File: src/i2cm_pkg.sv
// Shared widths, command codes and reset values for the I2C master byte engine.
`default_nettype none
package i2cm_pkg;

	localparam int CMD_W   = 3;
	localparam int BYTE_W  = 8;
	localparam int HP_W    = 10;
	localparam int BIT_W   = 4;

	localparam logic [CMD_W-1:0] CMD_TICK    = 3'd0;
	localparam logic [CMD_W-1:0] CMD_START   = 3'd1;
	localparam logic [CMD_W-1:0] CMD_STOP    = 3'd2;
	localparam logic [CMD_W-1:0] CMD_RESTART = 3'd3;
	localparam logic [CMD_W-1:0] CMD_WRITE   = 3'd4;
	localparam logic [CMD_W-1:0] CMD_READ    = 3'd5;

	localparam logic [HP_W-1:0]  HALF_PERIOD_RESET = 10'd10;
	localparam logic [BIT_W-1:0] BYTE_BITS         = 4'd8;

endpackage
`default_nettype wire

File: src/i2cm_item_if.sv
// Input channel: one timebase tick with an optional command.
`default_nettype none
interface i2cm_item_if
	import i2cm_pkg::*;
();
	logic              valid;
	logic              ready;
	logic [CMD_W-1:0]  cmd;
	logic [BYTE_W-1:0] write_byte;
	logic              read_is_last;
	logic              sda_in;

	modport source (output valid, cmd, write_byte, read_is_last, sda_in, input ready);
	modport sink   (input valid, cmd, write_byte, read_is_last, sda_in, output ready);
endinterface
`default_nettype wire

File: src/i2cm_result_if.sv
// Result channel: pin drives and status after one tick.
`default_nettype none
interface i2cm_result_if
	import i2cm_pkg::*;
();
	logic              valid;
	logic              ready;
	logic              scl_out;
	logic              sda_out;
	logic              busy_res;
	logic              done_res;
	logic [BYTE_W-1:0] read_data;
	logic              nack_seen;
	logic              cmd_rejected;

	modport source (output valid, scl_out, sda_out, busy_res, done_res, read_data,
		nack_seen, cmd_rejected, input ready);
	modport sink   (input valid, scl_out, sda_out, busy_res, done_res, read_data,
		nack_seen, cmd_rejected, output ready);
endinterface
`default_nettype wire

File: src/i2c_master_byte_engine.sv
// I2C master byte engine: per-tick sequencer for start, stop, restart, write and read.
// Result: the result of a tick is in the result register in the cycle after it is accepted.
// Throughput: one tick per cycle; the single result register takes a new request
// whenever it is empty or its result is taken in the same cycle.
// Edge spacing is set by the half-period counter, reloaded after each non-final pin action.
// Reset (arst_n low, asynchronous): engine idle, SCL and SDA released, status and
// read byte cleared, half period back to 10, result register empty.
`default_nettype none
module i2c_master_byte_engine
	import i2cm_pkg::*;
#(
	parameter int COUNT_WIDTH = 10
) (
	input  wire logic            clk,
	input  wire logic            arst_n,
	input  wire logic            cfg_we,
	input  wire logic [HP_W-1:0] cfg_wdata,
	i2cm_item_if.sink            item,
	i2cm_result_if.source        result
);

	localparam int unsigned CNT_MAX = (1 << COUNT_WIDTH) - 1;

	typedef enum logic [4:0] {
		PH_IDLE, PH_ST_A, PH_ST_B, PH_FIN,
		PH_SP_A, PH_SP_B, PH_SP_C, PH_SP_D,
		PH_RS_A, PH_RS_B, PH_RS_C, PH_RS_D,
		PH_WR_SET, PH_WR_HIGH, PH_WR_ACK,
		PH_RD_HIGH, PH_RD_SAMP, PH_RD_ACK, PH_RD_ACKHI, PH_RD_ACKLO, PH_RD_END
	} phase_t;

	phase_t                 phase_q;
	logic [BIT_W-1:0]       bit_q;
	logic [BYTE_W-1:0]      shift_q;
	logic [COUNT_WIDTH-1:0] cnt_q;
	logic                   scl_q;
	logic                   sda_q;
	logic                   ack_q;
	logic                   last_q;
	logic [BYTE_W-1:0]      read_hold_q;
	logic [HP_W-1:0]        half_period_q;
	logic                   res_valid_q;
	logic                   done_q;
	logic                   rejected_q;

	logic                   accept;
	logic                   busy;
	logic                   cmd_valid;
	logic                   do_act;
	phase_t                 act_phase;
	phase_t                 start_phase;
	logic [BIT_W-1:0]       act_bit;
	logic [BYTE_W-1:0]      act_shift;
	logic                   act_last;
	logic [HP_W-1:0]        wait_m1;
	logic [COUNT_WIDTH-1:0] wait_load;

	phase_t                 n_phase;
	logic [BIT_W-1:0]       n_bit;
	logic [BYTE_W-1:0]      n_shift;
	logic [COUNT_WIDTH-1:0] n_cnt;
	logic                   n_scl;
	logic                   n_sda;
	logic                   n_ack;
	logic [BYTE_W-1:0]      n_read_hold;
	logic                   n_done;
	logic [BIT_W-1:0]       bit_inc;

	// Take a request whenever the result register is free or drains this cycle
	assign accept     = item.valid && item.ready;
	assign item.ready = !res_valid_q || result.ready;

	assign busy      = (phase_q != PH_IDLE);
	assign cmd_valid = (item.cmd == CMD_START) || (item.cmd == CMD_STOP) ||
		(item.cmd == CMD_RESTART) || (item.cmd == CMD_WRITE) || (item.cmd == CMD_READ);

	// Wait reload: zero half period acts as one, saturate at the counter range
	assign wait_m1   = (half_period_q == '0) ? '0 : half_period_q - 1'b1;
	assign wait_load = (32'(wait_m1) > CNT_MAX) ? COUNT_WIDTH'(CNT_MAX)
		: COUNT_WIDTH'(wait_m1);

	// Map an idle command to the first phase of its sequence
	always_comb begin
		unique case (item.cmd)
			CMD_START:   start_phase = PH_ST_A;
			CMD_STOP:    start_phase = PH_SP_A;
			CMD_RESTART: start_phase = PH_RS_A;
			CMD_WRITE:   start_phase = PH_WR_SET;
			CMD_READ:    start_phase = PH_RD_HIGH;
			default:     start_phase = PH_IDLE;
		endcase
	end

	// Select the state the action works on: running sequence or a fresh command
	always_comb begin
		if (busy) begin
			act_phase = phase_q;
			act_bit   = bit_q;
			act_shift = shift_q;
			act_last  = last_q;
			do_act    = (cnt_q == '0);
		end else begin
			act_phase = start_phase;
			act_bit   = '0;
			act_shift = (item.cmd == CMD_WRITE) ? item.write_byte : '0;
			act_last  = (item.cmd == CMD_READ) ? item.read_is_last : last_q;
			do_act    = cmd_valid;
		end
	end

	assign bit_inc = act_bit + 1'b1;

	// Pin action of the current phase, or count down the wait
	always_comb begin
		n_phase     = busy ? phase_q : PH_IDLE;
		n_bit       = busy ? bit_q : (cmd_valid ? act_bit : bit_q);
		n_shift     = busy ? shift_q : (cmd_valid ? act_shift : shift_q);
		n_cnt       = cnt_q;
		n_scl       = scl_q;
		n_sda       = sda_q;
		n_ack       = ack_q;
		n_read_hold = read_hold_q;
		n_done      = 1'b0;
		if (busy && cnt_q != '0) begin
			n_cnt = cnt_q - 1'b1;
		end else if (do_act) begin
			n_cnt = wait_load;
			unique case (act_phase)
				PH_ST_A: begin n_sda = 1'b0; n_phase = PH_ST_B; end
				PH_ST_B: begin n_scl = 1'b0; n_phase = PH_FIN; end
				PH_SP_A: begin n_scl = 1'b0; n_phase = PH_SP_B; end
				PH_SP_B: begin n_sda = 1'b0; n_phase = PH_SP_C; end
				PH_SP_C: begin n_scl = 1'b1; n_phase = PH_SP_D; end
				PH_SP_D: begin n_sda = 1'b1; n_phase = PH_FIN; end
				PH_RS_A: begin n_sda = 1'b1; n_phase = PH_RS_B; end
				PH_RS_B: begin n_scl = 1'b1; n_phase = PH_RS_C; end
				PH_RS_C: begin n_sda = 1'b0; n_phase = PH_RS_D; end
				PH_RS_D: begin n_scl = 1'b0; n_phase = PH_FIN; end
				PH_FIN: begin
					n_cnt   = cnt_q;
					n_phase = PH_IDLE;
					n_done  = 1'b1;
				end
				PH_WR_SET: begin
					if (act_bit != '0) begin
						n_scl = 1'b0;
					end
					n_sda   = (act_bit >= BYTE_BITS) ? 1'b1 : act_shift[BYTE_W-1];
					n_phase = PH_WR_HIGH;
				end
				PH_WR_HIGH: begin
					n_scl = 1'b1;
					if (act_bit >= BYTE_BITS) begin
						n_phase = PH_WR_ACK;
					end else begin
						n_shift = {act_shift[BYTE_W-2:0], 1'b0};
						n_bit   = bit_inc;
						n_phase = PH_WR_SET;
					end
				end
				PH_WR_ACK: begin
					n_cnt   = cnt_q;
					n_ack   = item.sda_in;
					n_scl   = 1'b0;
					n_phase = PH_IDLE;
					n_done  = 1'b1;
				end
				PH_RD_HIGH: begin
					n_sda   = 1'b1;
					n_scl   = 1'b1;
					n_phase = PH_RD_SAMP;
				end
				PH_RD_SAMP: begin
					n_shift = {act_shift[BYTE_W-2:0], item.sda_in};
					n_scl   = 1'b0;
					n_bit   = bit_inc;
					n_phase = (bit_inc >= BYTE_BITS) ? PH_RD_ACK : PH_RD_HIGH;
				end
				PH_RD_ACK:   begin n_sda = act_last; n_phase = PH_RD_ACKHI; end
				PH_RD_ACKHI: begin n_scl = 1'b1; n_phase = PH_RD_ACKLO; end
				PH_RD_ACKLO: begin n_scl = 1'b0; n_phase = PH_RD_END; end
				PH_RD_END: begin
					n_cnt       = cnt_q;
					n_sda       = 1'b1;
					n_read_hold = act_shift;
					n_phase     = PH_IDLE;
					n_done      = 1'b1;
				end
				default: begin
					n_cnt   = cnt_q;
					n_phase = PH_IDLE;
				end
			endcase
		end
	end

	// Engine and result registers; engine state advances only on an accepted request
	always_ff @(posedge clk or negedge arst_n) begin
		if (!arst_n) begin
			phase_q       <= PH_IDLE;
			bit_q         <= '0;
			shift_q       <= '0;
			cnt_q         <= '0;
			scl_q         <= 1'b1;
			sda_q         <= 1'b1;
			ack_q         <= 1'b0;
			last_q        <= 1'b0;
			read_hold_q   <= '0;
			half_period_q <= HALF_PERIOD_RESET;
			res_valid_q   <= 1'b0;
			done_q        <= 1'b0;
			rejected_q    <= 1'b0;
		end else begin
			if (cfg_we) begin
				half_period_q <= cfg_wdata;
			end
			if (accept) begin
				phase_q     <= n_phase;
				bit_q       <= n_bit;
				shift_q     <= n_shift;
				cnt_q       <= n_cnt;
				scl_q       <= n_scl;
				sda_q       <= n_sda;
				ack_q       <= n_ack;
				last_q      <= act_last;
				read_hold_q <= n_read_hold;
				done_q      <= n_done;
				rejected_q  <= busy && cmd_valid;
				res_valid_q <= 1'b1;
			end else if (result.ready) begin
				res_valid_q <= 1'b0;
			end
		end
	end

	// Drive the result channel from the registered state
	assign result.valid        = res_valid_q;
	assign result.scl_out      = scl_q;
	assign result.sda_out      = sda_q;
	assign result.busy_res     = busy;
	assign result.done_res     = done_q;
	assign result.read_data    = read_hold_q;
	assign result.nack_seen    = ack_q;
	assign result.cmd_rejected = rejected_q;

endmodule
`default_nettype wire
File: src/flat_wrapper.sv
// flat-port wrapper written by rule: the top's interface ports become plain ports
module i2c_master_byte_engine_flat import i2cm_pkg::*;
#(
	parameter int COUNT_WIDTH = 10
)
  (clk, arst_n, cfg_we, cfg_wdata, item_valid, item_cmd, item_write_byte, item_read_is_last, item_sda_in, item_ready, result_valid, result_scl_out, result_sda_out, result_busy_res, result_done_res, result_read_data, result_nack_seen, result_cmd_rejected, result_ready);
  i2cm_item_if item_i ();
  i2cm_result_if result_i ();
  input  wire logic clk;
  input  wire logic arst_n;
  input  wire logic cfg_we;
  input  wire logic [HP_W-1:0] cfg_wdata;
  input wire logic [$bits(item_i.valid)-1:0] item_valid;
  input wire logic [$bits(item_i.cmd)-1:0] item_cmd;
  input wire logic [$bits(item_i.write_byte)-1:0] item_write_byte;
  input wire logic [$bits(item_i.read_is_last)-1:0] item_read_is_last;
  input wire logic [$bits(item_i.sda_in)-1:0] item_sda_in;
  output wire logic [$bits(item_i.ready)-1:0] item_ready;
  output wire logic [$bits(result_i.valid)-1:0] result_valid;
  output wire logic [$bits(result_i.scl_out)-1:0] result_scl_out;
  output wire logic [$bits(result_i.sda_out)-1:0] result_sda_out;
  output wire logic [$bits(result_i.busy_res)-1:0] result_busy_res;
  output wire logic [$bits(result_i.done_res)-1:0] result_done_res;
  output wire logic [$bits(result_i.read_data)-1:0] result_read_data;
  output wire logic [$bits(result_i.nack_seen)-1:0] result_nack_seen;
  output wire logic [$bits(result_i.cmd_rejected)-1:0] result_cmd_rejected;
  input wire logic [$bits(result_i.ready)-1:0] result_ready;
  assign item_i.valid = item_valid;
  assign item_i.cmd = item_cmd;
  assign item_i.write_byte = item_write_byte;
  assign item_i.read_is_last = item_read_is_last;
  assign item_i.sda_in = item_sda_in;
  assign item_ready = item_i.ready;
  assign result_valid = result_i.valid;
  assign result_scl_out = result_i.scl_out;
  assign result_sda_out = result_i.sda_out;
  assign result_busy_res = result_i.busy_res;
  assign result_done_res = result_i.done_res;
  assign result_read_data = result_i.read_data;
  assign result_nack_seen = result_i.nack_seen;
  assign result_cmd_rejected = result_i.cmd_rejected;
  assign result_i.ready = result_ready;
  i2c_master_byte_engine #(.COUNT_WIDTH(COUNT_WIDTH)) u_core (.clk(clk), .arst_n(arst_n), .cfg_we(cfg_we), .cfg_wdata(cfg_wdata), .item(item_i), .result(result_i));
endmodule
File: config.mk
export PLATFORM = sky130hd
export DESIGN_NAME = i2c_master_byte_engine_flat
export DESIGN_NICKNAME = d
export VERILOG_FILES = /design/src/i2cm_pkg.sv /design/src/i2cm_item_if.sv /design/src/i2cm_result_if.sv /design/src/i2c_master_byte_engine.sv /design/src/flat_wrapper.sv
export SDC_FILE = /design/constraint.sdc
export NUM_CORES = 1
export LEC_CHECK = 0
export BUFFER_PORTS_ARGS = -buffer_cell sky130_fd_sc_hd__buf_4
export CAP_MARGIN = 10
export CORE_UTILIZATION = 53
export CTS_CLUSTER_DIAMETER = 120
export DETAILED_ROUTE_END_ITERATION = 10
export GPL_TIMING_DRIVEN = 0
export PLACE_DENSITY_LB_ADDON = 0.05
export SYNTH_ARGS = -nofsm -noshare
export SYNTH_HDL_FRONTEND = slang
export SYNTH_SLANG_ARGS = --single-unit
File: constraint.sdc
create_clock -name clk -period 2.7 [get_ports clk]
set_input_delay 0 -clock clk [delete_from_list [all_inputs] [get_ports clk]]
set_output_delay 0 -clock clk [all_outputs]
set_load 0.02 [all_outputs]
---- After elaboration in Yosys (flattened, before gate mapping) ----
Cells that the tools add are included.
word-level totals
  bits in registers ....................... 52
  bits in read-only memories .............. 0
  bits in writable memories ............... 0
  bits of input ports ..................... 28
  latch bits .............................. 0
  memories kept ........................... 0
  output and inout port bits .............. 16
  logic and storage cells ................. 115
cells by class
  add/sub/neg operators ................... 3
  shift operators ......................... 0
  mux-type cells .......................... 39
  eq/ne operators ......................... 26
  reductions and logical operators ........ 31
  $lt $le $gt $ge ......................... 2
  divide/modulo/power cells ............... 0
  multipliers ............................. 0
  bitwise gates (word level) .............. 1
operators with widths
  cell                                                      count
  one-hot mux 5 bit (15 select lines)                       1
  2-to-1 mux 8 bit                                          7
  == test 5 x 4 -> 1 bit, second input constant             8
  2-to-1 mux 10 bit                                         4
  == test 5 bit, second input constant                      5
  2-to-1 mux 5 bit                                          5
  2-to-1 mux 4 bit                                          6
  == test 5 x 3 -> 1 bit, second input constant             4
  zero test 10 bit                                          2
  one-hot mux 4 bit (5 select lines)                        1
  subtractor 10 x 1 -> 10 bit, second input constant        2
  OR reduction 17 bit                                       1
  one-hot mux 8 bit (2 select lines)                        1
  AND reduction 4 bit                                       3
  == test 5 x 2 -> 1 bit, second input constant             2
  2-to-1 mux 1 bit                                          10
  nonzero test 10 bit                                       1
  OR reduction 3 bit                                        3
  greater-or-equal comparator 4 bit, second input constant  2
  one-hot mux 4 bit (2 select lines)                        1
  nonzero test 4 bit                                        2
  == test 3 x 2 -> 1 bit, second input constant             2
  == test 3 bit, second input constant                      2
  nonzero test 2 bit                                        3
  18 further kinds                                          24

---- Longest topological paths before layout ----
Gate-level depths: netlist of the first run.
  depth after elaboration ................. 11
  mapped depth ............................ 11
  mapped depth without buffers ............ 10

---- Least setup slack after synthesis of the first run ----
No wires, ideal clock.
  path kind ............................... input to register
  start point ............................. input item_cmd[1]
  end point ............................... register u_core.cnt_q[0]
  setup slack ............................. 0.177 ns
  required time ........................... 2.572 ns
  stages on the path ...................... 10
  arrival ................................. 2.396 ns
  path buffers ............................ 1
  library setup time ...................... 0.128 ns
  cells stage by stage .................... buf_6 > inv_1 > ha_1 > nor4b_1 > or4_4 > nand2_2 > or4_1 > o311a_4 > a21oi_4 > mux2_1
between the ends
  longest elaborated chain between the ends .. 8
  elaborated cells on any way between the ends .. 33
RTL lines
  what                                                                         RTL line                       RTL
  from (decl)                                                                  flat_wrapper.sv:14             input wire logic [$bits(item_i.cmd)-1:0] item_cmd;
  parallel branches: the longest is 7 deep, another holds OR reduction 17 bit  --
  AND reduction 3 bit (no line) *                                              --
  to (signal assigned)                                                         i2c_master_byte_engine.sv:221  cnt_q <= n_cnt;
  to (decl)                                                                    i2c_master_byte_engine.sv:35   logic [COUNT_WIDTH-1:0] cnt_q;
Mark *: on every way between the ends.
A chain may end at the register's enable or synchronous reset.

---- Worst setup path after layout of the first run ----
  start point ............................. register u_core.phase_q[0]
  end point ............................... register u_core.cnt_q[1]
between the ends
  longest elaborated chain between the ends .. 6
  elaborated cells on any way between the ends .. 26
RTL lines
  what                                                  RTL line                       RTL
  from (decl)                                           i2c_master_byte_engine.sv:32   phase_t phase_q;
  from (signal assigned)                                i2c_master_byte_engine.sv:218  phase_q <= n_phase;
  nonzero test 5 bit                                    i2c_master_byte_engine.sv:73   assign busy = (phase_q != PH_IDLE);
  2-to-1 mux 5 bit                                      i2c_master_byte_engine.sv:96   if (busy) begin
  == test 5 x 1 -> 1 bit, or another cell as far along  i2c_master_byte_engine.sv:128  unique case (act_phase)
  OR reduction 17 bit (no line)                         --
  nonzero test 2 bit (no line)                          --
  AND reduction 3 bit (no line)                         --
Several ways; a longest one is shown, not always the timed one.

==> flow_summary.ini, run 1 <==
[placed_design]
routabilityCongestion = 0.907
io_buffer_count = 42
dp_hpwl_mm = 7.19
place_area_um2 = 3970

[clocking]
cts_root_buf = clkbuf_8
worstSkewPairLatency_ns = 0.32
clkSinkCount = 52
htreeDepth = 2
clkTransAtPathRegs_ns = 0.11
cts_buffers = 5
clk_path_buf_depth = 2
cts_tree = done

[finish]
final_area_um2 = 4500
final_cell_mix = buf_4, nand2_1, dfrtp_1, o21ai_0
area_growth_pct = 26.5
fillers = 518
final_common_cell = buf_4
drive_above_1_share_pct = 26.9
num_antenna_cells = 0
finalNetCount = 515

[worst_setup_path]
max_stage_delay_ns = 0.58
slowest_stage = or4_4
cp.arrival_ns = 2.85
cp-start-kind = flop
critPathRequiredTime_ns = 2.91
cp_cell_sequence = or3_4 > o21ai_2 > nand2_2 > or4_4 > o311a_4 > a21oi_4 > mux2_4
crit_type = reg2reg
cp_top_family = simple AND/OR/NAND/NOR gates
critPathBufInv = 0
path_max_fanout = 6
end_kind = flop

[synth]
synthFlopType = dfrtp_1
ys_warn_count = 0
synth_edf_count = 0
async_flop_share_pct = 100
yosysSeqAreaShare_pct = 36.7
synth_cell_type_count = 73
synth_nets = 440
avgSynthCellArea_um2 = 8.74
synth-seq-cells = 52
syn_inst = 407
synth_area_um2 = 3560

[power_and_ir_drop]
p_comb_share_pct = 57.8
p_int_w = 0.00206
power_density_nw_per_um2 = 855
p_switching_w = 0.00179
seqPwrFrac_pct = 29.6
swShare_pct = 46.4
pwr-share-clk_pct = 12.6
max-vdd-ir-drop_uv = 678
power.total_w = 0.00385
p_leak_nw = 1.89

[detailed_routing]
via_count = 3597
wl_per_cell_um = 19.1
first_pass_iters = 8
drc_errors = 6
finalWirelength_mm = 10.7
ant_nets = 0
drtIter0Drc = 289
post_drt_via_cell_ratio = 6.42

[floorplan]
coreArea_um2 = 6420
start_util_pct = 55.4
die-area_um2 = 7040
die_h_um = 83.9
rows = 29
ios = 44
die_w_um = 83.9

[global_routing]
globalRouteOverflowTotal = 0
grt_usage_pct = 30.5
grt_pass1_wl_mm = 17.1
grt_max_degree = 53
grt_pass1_vias = 3456
antenna_found_initial = 0

[min_path]
worstHoldPathType = in2reg

[timing]
fin_skew_ns = 0.00665
grt_setup_unrepaired = yes
relSlewSlack_pct = 52.1
setup-violations-final = 0
maxSlewViolCount = 0
hold_violations = 0
fin_crit_ns = 2.64
period_share_pct = 97.7
worst_slew_pin_slew_ns = 0.714
max_freq_mhz = 379

[status]
violations = DRC
status = finished, violations left

[flow_run]
drv_cap = 0
## path summary, 6_finish.rpt
path	to	slack, ns	cells past startpoint	from
hold / removal	u_core.result.read_data[7]$_DFFE_PN0P_	0.02	3	item_write_byte[7]
setup reg to reg	u_core.cnt_q[1]$_DFFE_PN0P_	0.06	7	u_core.phase_q[0]$_DFFE_PN0P_
hold reg to reg	u_core.result.cmd_rejected$_DFFE_PN0P_	0.48	2	u_core.result.cmd_rejected$_DFFE_PN0P_
setup / recovery	u_core.cnt_q[1]$_DFFE_PN0P_	0.06	7	u_core.phase_q[0]$_DFFE_PN0P_
max in group asynchronous	u_core.phase_q[3]$_DFFE_PN0P_	2.00	2	arst_n
min in group asynchronous	u_core.phase_q[2]$_DFFE_PN0P_	0.24	2	arst_n
## layer usage
metal	up-vias	GRT usage [%]	share of wire (%)
met1	1718	41.5	44
met5	-	0	0
met4	0	8.78	1.7
met2	173	46.9	46
met3	21	9.40	8.4
li1	1685	-	-
## power groups by stage
| stage | Sequential, W | Clock, W | Combinational [W] |
|---|---|---|---|
| floorplan | 0.00113 | 0 | 0.00132 |
| global placement | 0.00112 | 0 | 0.00185 |
| detailed placement | 0.00113 | 0 | 0.00186 |
| CTS | 0.00112 | 0.000496 | 0.00198 |
| global route | 0.00116 | 0.000517 | 0.00238 |
| finish | 0.00114 | 0.000487 | 0.00223 |
## flip-flops by register name, summed over array words and instances (netlist names), 4 cells and up
| register | cells |
|---|---|
| u_core.shift_q | 8 |
| u_core.half_period_q | 10 |
| u_core.cnt_q | 10 |
| u_core.bit_q | 4 |
| u_core.phase_q | 5 |
| u_core.result.read_data | 8 |
## timing repair
action	CTS	global route
setup endpoints to repair	34	37
buffers inserted	4	5
hold buffers	19	0
gates resized for setup	16	41
endpoints found under the hold margin	63	0
pin swaps	5	8
## kinds of logic after synthesis
group	after synthesis	synth area share, %
simple gates	143	21.4
xor+xnor	10	2.46
buf+inv	44	5.45
fa+ha+maj	5	1.76
flops	52	36.7
mux	15	4.71
compound gates	138	27.5
## cell usage after synthesis (all sizes together) (3+ instances only)
cell type  instances  area (um^2)
nand2             51          199
dfrtp             48         1200
o21ai             40          204
nor2              21         78.8
inv               19         71.3
o211ai            17          128
clkbuf            16         60.1
mux2              14          158
nor3              14         75.1
a21oi             13         76.3
nand3             12         60.1
o22ai             11         68.8
buf                9         62.6
a22o               8         70.1
and3               7         43.8
nor4               7         50.1
xnor2              7         61.3
a31oi              6         37.5
nand2b             6         37.5
a22oi              5         37.5
and2               5         31.3
ha                 5         62.6
o32ai              5         43.8
or4                5         45.0
a221o              4         40.0
dfstp              4          105
a21o               3         22.5
or3                3         18.8
xor2               3         26.3
## tightest hold or removal path, stage by stage
cell	delay, ns
buf_4	0.10
a22oi_1	0.07
o21ai_0	0.14
## layout make-up
cell class                      instances  area (um^2)  area share, %
Tap cell                               77         96.3           2.14
Multi-Input combinational cell        311         2210           49.2
Timing Repair Buffer                   70          573           12.7
Clock inverter                          3         27.5          0.612
Inverter                               19         71.3           1.58
Clock buffer                            5         68.8           1.53
Buffer                                 23          143           3.17
Sequential cell                        52         1310           29.1
## stage by stage
| stage | cells | setup TNS (ns) | hold slack (ns) | utilization [%] | setup slack, ns |
|---|---|---|---|---|---|
| after global placement | 526 | -3.52 | 0.0775 | 61.8 | -0.338 |
| final | 560 | 0 | 0.0185 | 70.1 | 0.0621 |
| after global routing | 560 | -0.0202 | 0.0324 | 70.1 | -0.0139 |
| after CTS | 556 | -0.112 | 0.0165 | 67.5 | -0.0408 |
| after floorplan | 407 | 0 | -0.296 | - | 0.177 |
| after detailed placement | 526 | -4.38 | 0.0868 | 61.8 | -0.295 |
(Power assumes the default switching activity.)
==> inputs of run 2 (changes only) <==
- CORE_UTILIZATION: 53 -> 25
==> flow_summary.ini, run 2 (same netlist as run 1, synthesis figures left out) <==
[finish]
drive_above_1_share_pct = 26.5
fillers = 1484
final_common_cell = buf_4
area_growth_pct = 30.6
num_antenna_cells = 0
ff_latch_area_um2 = 1310
final_area_um2 = 4640
final_cell_mix = buf_4, nand2_1, dfrtp_1, o21ai_0
utilization_pct = 33.5
multi_input_area_um2 = 2200
top_regs = u_core.cnt_q (10), u_core.half_period_q (10)
finalNetCount = 512

[timing]
relSlewSlack_pct = 48.2
worst_slew_pin_slew_ns = 0.769
finalSetupTns_ns = 0
hold_violations = 0
period_share_pct = 99.3
grt_setup_unrepaired = yes
fin_ws_ns = 0.0187
max_freq_mhz = 373
fin_skew_ns = 0.00959
fin_crit_ns = 2.68
setup-violations-final = 0
maxSlewViolCount = 0
hold_slack_ns = 0.00679

[placed_design]
io_buffer_count = 42
dp_hpwl_mm = 8.66
routabilityCongestion = 0.847
preCtsSetupSlack_ns = -0.394
place_area_um2 = 4100

[clocking]
cts_tree = done
clk_path_buf_depth = 2
htreeDepth = 2
clkTransAtPathRegs_ns = 0.08
clkSinkCount = 52
worstSkewPairLatency_ns = 0.31
cts_root_buf = clkbuf_16
cts_buffers = 5

[detailed_routing]
ant_nets = 0
finalWirelength_mm = 12.1
first_pass_iters = 5
drtIter0Drc = 262
via_count = 3499
drc_errors = 0
wl_per_cell_um = 18.3
post_drt_via_cell_ratio = 5.30

[global_routing]
antenna_found_initial = 0
grt_usage_pct = 17.5
globalRouteOverflowTotal = 0
grt_pass1_wl_mm = 19.6
grt_pass1_vias = 3465
grt_max_degree = 53

[power_and_ir_drop]
power_density_nw_per_um2 = 879
p_leak_nw = 1.89
max-vdd-ir-drop_uv = 262

[min_path]
worstHoldPathType = in2reg
worstHoldStart = item_write_byte[5]

[floorplan]
start_util_pct = 25.6
coreArea_um2 = 13900
rows = 43
die_h_um = 121
die-area_um2 = 14700
ios = 44
die_w_um = 121

[worst_setup_path]
cp_common_cell = buf_4
cp_cell_sequence = buf_4 > nor4b_4 > buf_4 > a31o_2 > nand3_2 > a311oi_2 > buf_4 > a311oi_4 > a21oi_4 > mux2_1
slowest_stage = dfrtp_1
crit_type = reg2reg
critPathRequiredTime_ns = 2.89
cp.arrival_ns = 2.87
path_max_fanout = 10
rr_startpoint = u_core.phase_q[2]$_DFFE_PN0P_
worstSetupStartpoint = u_core.phase_q[2]$_DFFE_PN0P_
max_stage_delay_ns = 0.36
cp-start-kind = flop
end_kind = flop

[status]
status = finished clean

[flow_run]
drv_cap = 0
run 2: cell types whose count changed in the layout (fill, tap and decap cells not counted), moves of 2 or more:
cell / previous run / this run
o21ai_2: 3 / 0
buf_4: 52 / 54
o21ai_4: 0 / 2
nor4_2: 0 / 2
buf_6: 4 / 2
o21ai_1: 4 / 6
mux2_4: 3 / 0
dlygate4sd3_1: 19 / 17
clkbuf_8: 5 / 0
mux2_1: 0 / 3
clkbuf_16: 0 / 5
buf_2: 5 / 1
run 2: cell type report:
cell class / instances / area share [%]
repair buffers: 67 / 11.7
clock buffers: 5 / 2.69
flip-flops and latches: 52 / 28.2
multi-input cells: 311 / 47.4
clock inverters: 3 / 0.593
inverters: 19 / 1.54
well taps: 180 / 4.85
plain buffers: 23 / 2.99
run 2: critical path: cells and delay by family, from the launching register on:
kind,cells,cell delay (ns)
buffers and inverters,3,0.54
muxes,1,0.35
DFF,1,0.36
AOI/OAI and AO/OA,4,0.86
and+or+nand+nor,2,0.43
run 2: final timing paths:
kind	end	slack, ns	cells past startpoint
max	u_core.cnt_q[1]$_DFFE_PN0P_	0.02	10
min	u_core.result.read_data[5]$_DFFE_PN0P_	0.007	3
max reg2reg	u_core.cnt_q[1]$_DFFE_PN0P_	0.02	10
min reg2reg	u_core.result.read_data[0]$_DFFE_PN0P_	0.48	2
max in group asynchronous	u_core.cnt_q[6]$_DFFE_PN0P_	1.88	2
min in group asynchronous	u_core.phase_q[0]$_DFFE_PN0P_	0.29	2
run 2: power by group:
part	total, W	internal, W	switching (W)
Clock	0.000703	0.000354	0.000349
Combinational	0.00224	0.000887	0.00136
Sequential	0.00114	0.000973	0.000162
Total	0.00408	0.00221	0.00187
run 2: stage by stage:
stage	instances	power, W
after floorplan	407	0.00245
after global placement	629	0.00308
after detailed placement	629	0.00308
after CTS	656	0.00399
after global routing	660	0.00439
final	660	0.00408
run 2: timing repair:
action	4_1_cts	5_1_grt
setup buffers	4	4
hold endpoints to repair	62	0
pin swaps	5	8
gates resized for setup	27	24
endpoints found under the setup margin	38	27
hold buffers	17	0
run 2: routing by layer:
metal | GRT usage (%) | part of all wire, %
met3 | 3.20 | 4.6
met5 | 0 | 0
met4 | 6.17 | 2.3
met1 | 24.0 | 49
met2 | 27.1 | 45
==> inputs of run 3 (changes only) <==
- ABC_AREA: not set -> 1
- clock period: 2.7 -> 3.15 ns (I/O delays scaled with it)
==> flow_summary.ini, run 3 <==
[status]
status = finished clean

[clocking]
clk_path_buf_depth = 2
clkSinkCount = 52
cts_tree = done
cts_root_buf = clkbuf_16
worstSkewPairLatency_ns = 0.31
cts_buffers = 5
htreeDepth = 2
hold_buffers = 13
clkTransAtPathRegs_ns = 0.08
cts_setup_buffers = 0
cts_resized = 0

[synth]
synth_largest_area_cell = dfrtp_1
async_flop_share_pct = 100
yosys.area_share.simple_pct = 37.4
synthXorXnorAreaFrac_pct = 3.59
synth_nets = 550
synth_edf_count = 0
synthMuxAreaShare_pct = 3.35
yosys-top-cells-count = nand2_1, inv_1, nand3_1, dfrtp_1, nor2_1
syn_inst = 517
synth-seq-cells = 52
ys_warn_count = 0
synth_compound_area_share_pct = 9.94
synth_adder_area_share_pct = 1.71
avgSynthCellArea_um2 = 7.08
synth_area_um2 = 3660
synth_cell_type_count = 39
yosysMostFrequentCell = nand2_1
synth_top_family_by_area = simple AND/OR/NAND/NOR gates
synth.area.top_cells = dfrtp_1, nand2_1, nand3_1
synth_top_area_share_pct = 32.8
yosysSeqAreaShare_pct = 35.7
synthFlopType = dfrtp_1

[detailed_routing]
finalWirelength_mm = 10.6
drc_errors = 0
wl_per_cell_um = 14.0
via_count = 3497
first_pass_iters = 6
ant_nets = 0
drtIter0Drc = 213
post_drt_via_cell_ratio = 4.60

[placed_design]
io_buffer_count = 42
place_area_um2 = 4200
dp_hpwl_mm = 7.94
dp_cells = 739
routabilityCongestion = 0.822

[power_and_ir_drop]
p_leak_nw = 2.23
power_density_nw_per_um2 = 934
max-vdd-ir-drop_uv = 276
power.total_w = 0.00418

[finish]
final_cells = 760
final_common_cell = nand2_1
fillers = 1584
num_antenna_cells = 0
area_growth_pct = 22.3
final_area_um2 = 4480
top_regs = u_core.cnt_q (10), u_core.half_period_q (10)
final_cell_mix = nand2_1, inv_1, nand3_1, dfrtp_1, nor2_1
multi_input_area_um2 = 2050
drive_above_1_share_pct = 19.0
finalNetCount = 612
ff_latch_area_um2 = 1310

[worst_setup_path]
cp_cell_sequence = inv_1 > ha_1 > nand2_1 > nor2_1 > nand4_1 > nand2_1 > buf_2 > nand3_1 > nor2_1 > nand3_2 > nand2_2 > nand2_1 > nand2_1
max_stage_delay_ns = 0.40
slowest_stage = dfrtp_1
crit_type = reg2reg
cp-start-kind = flop
cp.arrival_ns = 2.50
end_kind = flop
cp_common_cell = nand2_1
critPathRequiredTime_ns = 3.40
reg2regPathDepth = 13
path_max_fanout = 10

[floorplan]
die_h_um = 123
ios = 44
coreArea_um2 = 14100
die_w_um = 123
die-area_um2 = 15100
start_util_pct = 26.0
rows = 43

[global_routing]
grt_pass1_wl_mm = 17.5
grt_usage_pct = 15.3
grt_max_degree = 53
antenna_found_initial = 0
grt_pass1_vias = 3393
globalRouteOverflowTotal = 0

[timing]
finalSetupTns_ns = 0
fin_skew_ns = 0.0105
fin_crit_ns = 2.25
maxSlewViolCount = 0
setup-violations-final = 0
worst_slew_pin_slew_ns = 0.726
hold_violations = 0
relSlewSlack_pct = 51.6
max_freq_mhz = 444
period_share_pct = 71.6
grt_setup_unrepaired = no

[flow_run]
drv_cap = 0

[min_path]
whs_path_depth = 2
worstHoldPathType = in2reg
[run 3: report_power, final]
group          switching [W]  total [W]  internal [W]
clock               0.000278   0.000575      0.000297
combinational        0.00172    0.00256      0.000841
sequential          0.000155    0.00105      0.000896
total                0.00215    0.00418       0.00203
[run 3: final timing paths]
| path | startpoint | slack (ns) | end |
|---|---|---|---|
| max | u_core.cnt_q[0]$_DFFE_PN0P_ | 0.90 | u_core.cnt_q[6]$_DFFE_PN0P_ |
| min | cfg_we | 0.10 | u_core.half_period_q[2]$_DFFE_PN0P_ |
| max reg2reg | u_core.cnt_q[0]$_DFFE_PN0P_ | 0.90 | u_core.cnt_q[6]$_DFFE_PN0P_ |
| min reg2reg | u_core.result.scl_out$_DFFE_PN1P_ | 0.46 | u_core.result.scl_out$_DFFE_PN1P_ |
| max in group asynchronous | arst_n | 2.37 | u_core.cnt_q[5]$_DFFE_PN0P_ |
| min in group asynchronous | arst_n | 0.30 | u_core.result.cmd_rejected$_DFFE_PN0P_ |
[run 3: per-layer routing]
layer	routed length [um]	vias to the layer above	track usage [%]	share of wire (%)
met2	4590	81	23.6	43
li1	-	1790	-	-
met1	5400	1613	21.4	51
met3	400	13	2.86	3.8
met5	0	-	0	0
met4	213	0	4.89	2.0
[run 3: area by class of cell]
| type | instances | share of cell area [%] |
|---|---|---|
| Timing Repair Buffer | 55 | 9.94 |
| Clock buffer | 5 | 2.79 |
| Tap cell | 180 | 5.03 |
| Buffer | 11 | 1.26 |
| Inverter | 65 | 5.56 |
| Multi-Input combinational cell | 389 | 45.8 |
| Clock inverter | 3 | 0.475 |
| Sequential cell | 52 | 29.2 |
[run 3: logic make-up (layout without fill, tap and decap cells)]
logic type                 Yosys count  count (layout)
AOI/OAI and AO/OA                   67              67
xor gates and xnor gates            15              15
adders and majority gates            5               5
buffers and inverters               76             139
DFF                                 52              52
muxes                               11              11
and+or+nand+nor                    291             291
[run 3: stage by stage]
stage          utilization, %  setup WS [ns]  hold slack (ns)
2_1_floorplan               -           1.31           -0.296
3_3_place_gp             29.8          0.903            0.131
3_5_place_dp             29.8          0.888            0.120
4_1_cts                  31.8          0.878           0.0902
5_1_grt                  31.8          0.645            0.105
6_report                 31.8          0.896            0.100
[run 3: critical path: cells and delay by family, from the launching register on]
| family | cells | cell delay, ns |
|---|---|---|
| flops | 1 | 0.40 |
| fa+ha+maj | 1 | 0.20 |
| simple gates | 10 | 1.21 |
| buf+inv | 2 | 0.39 |
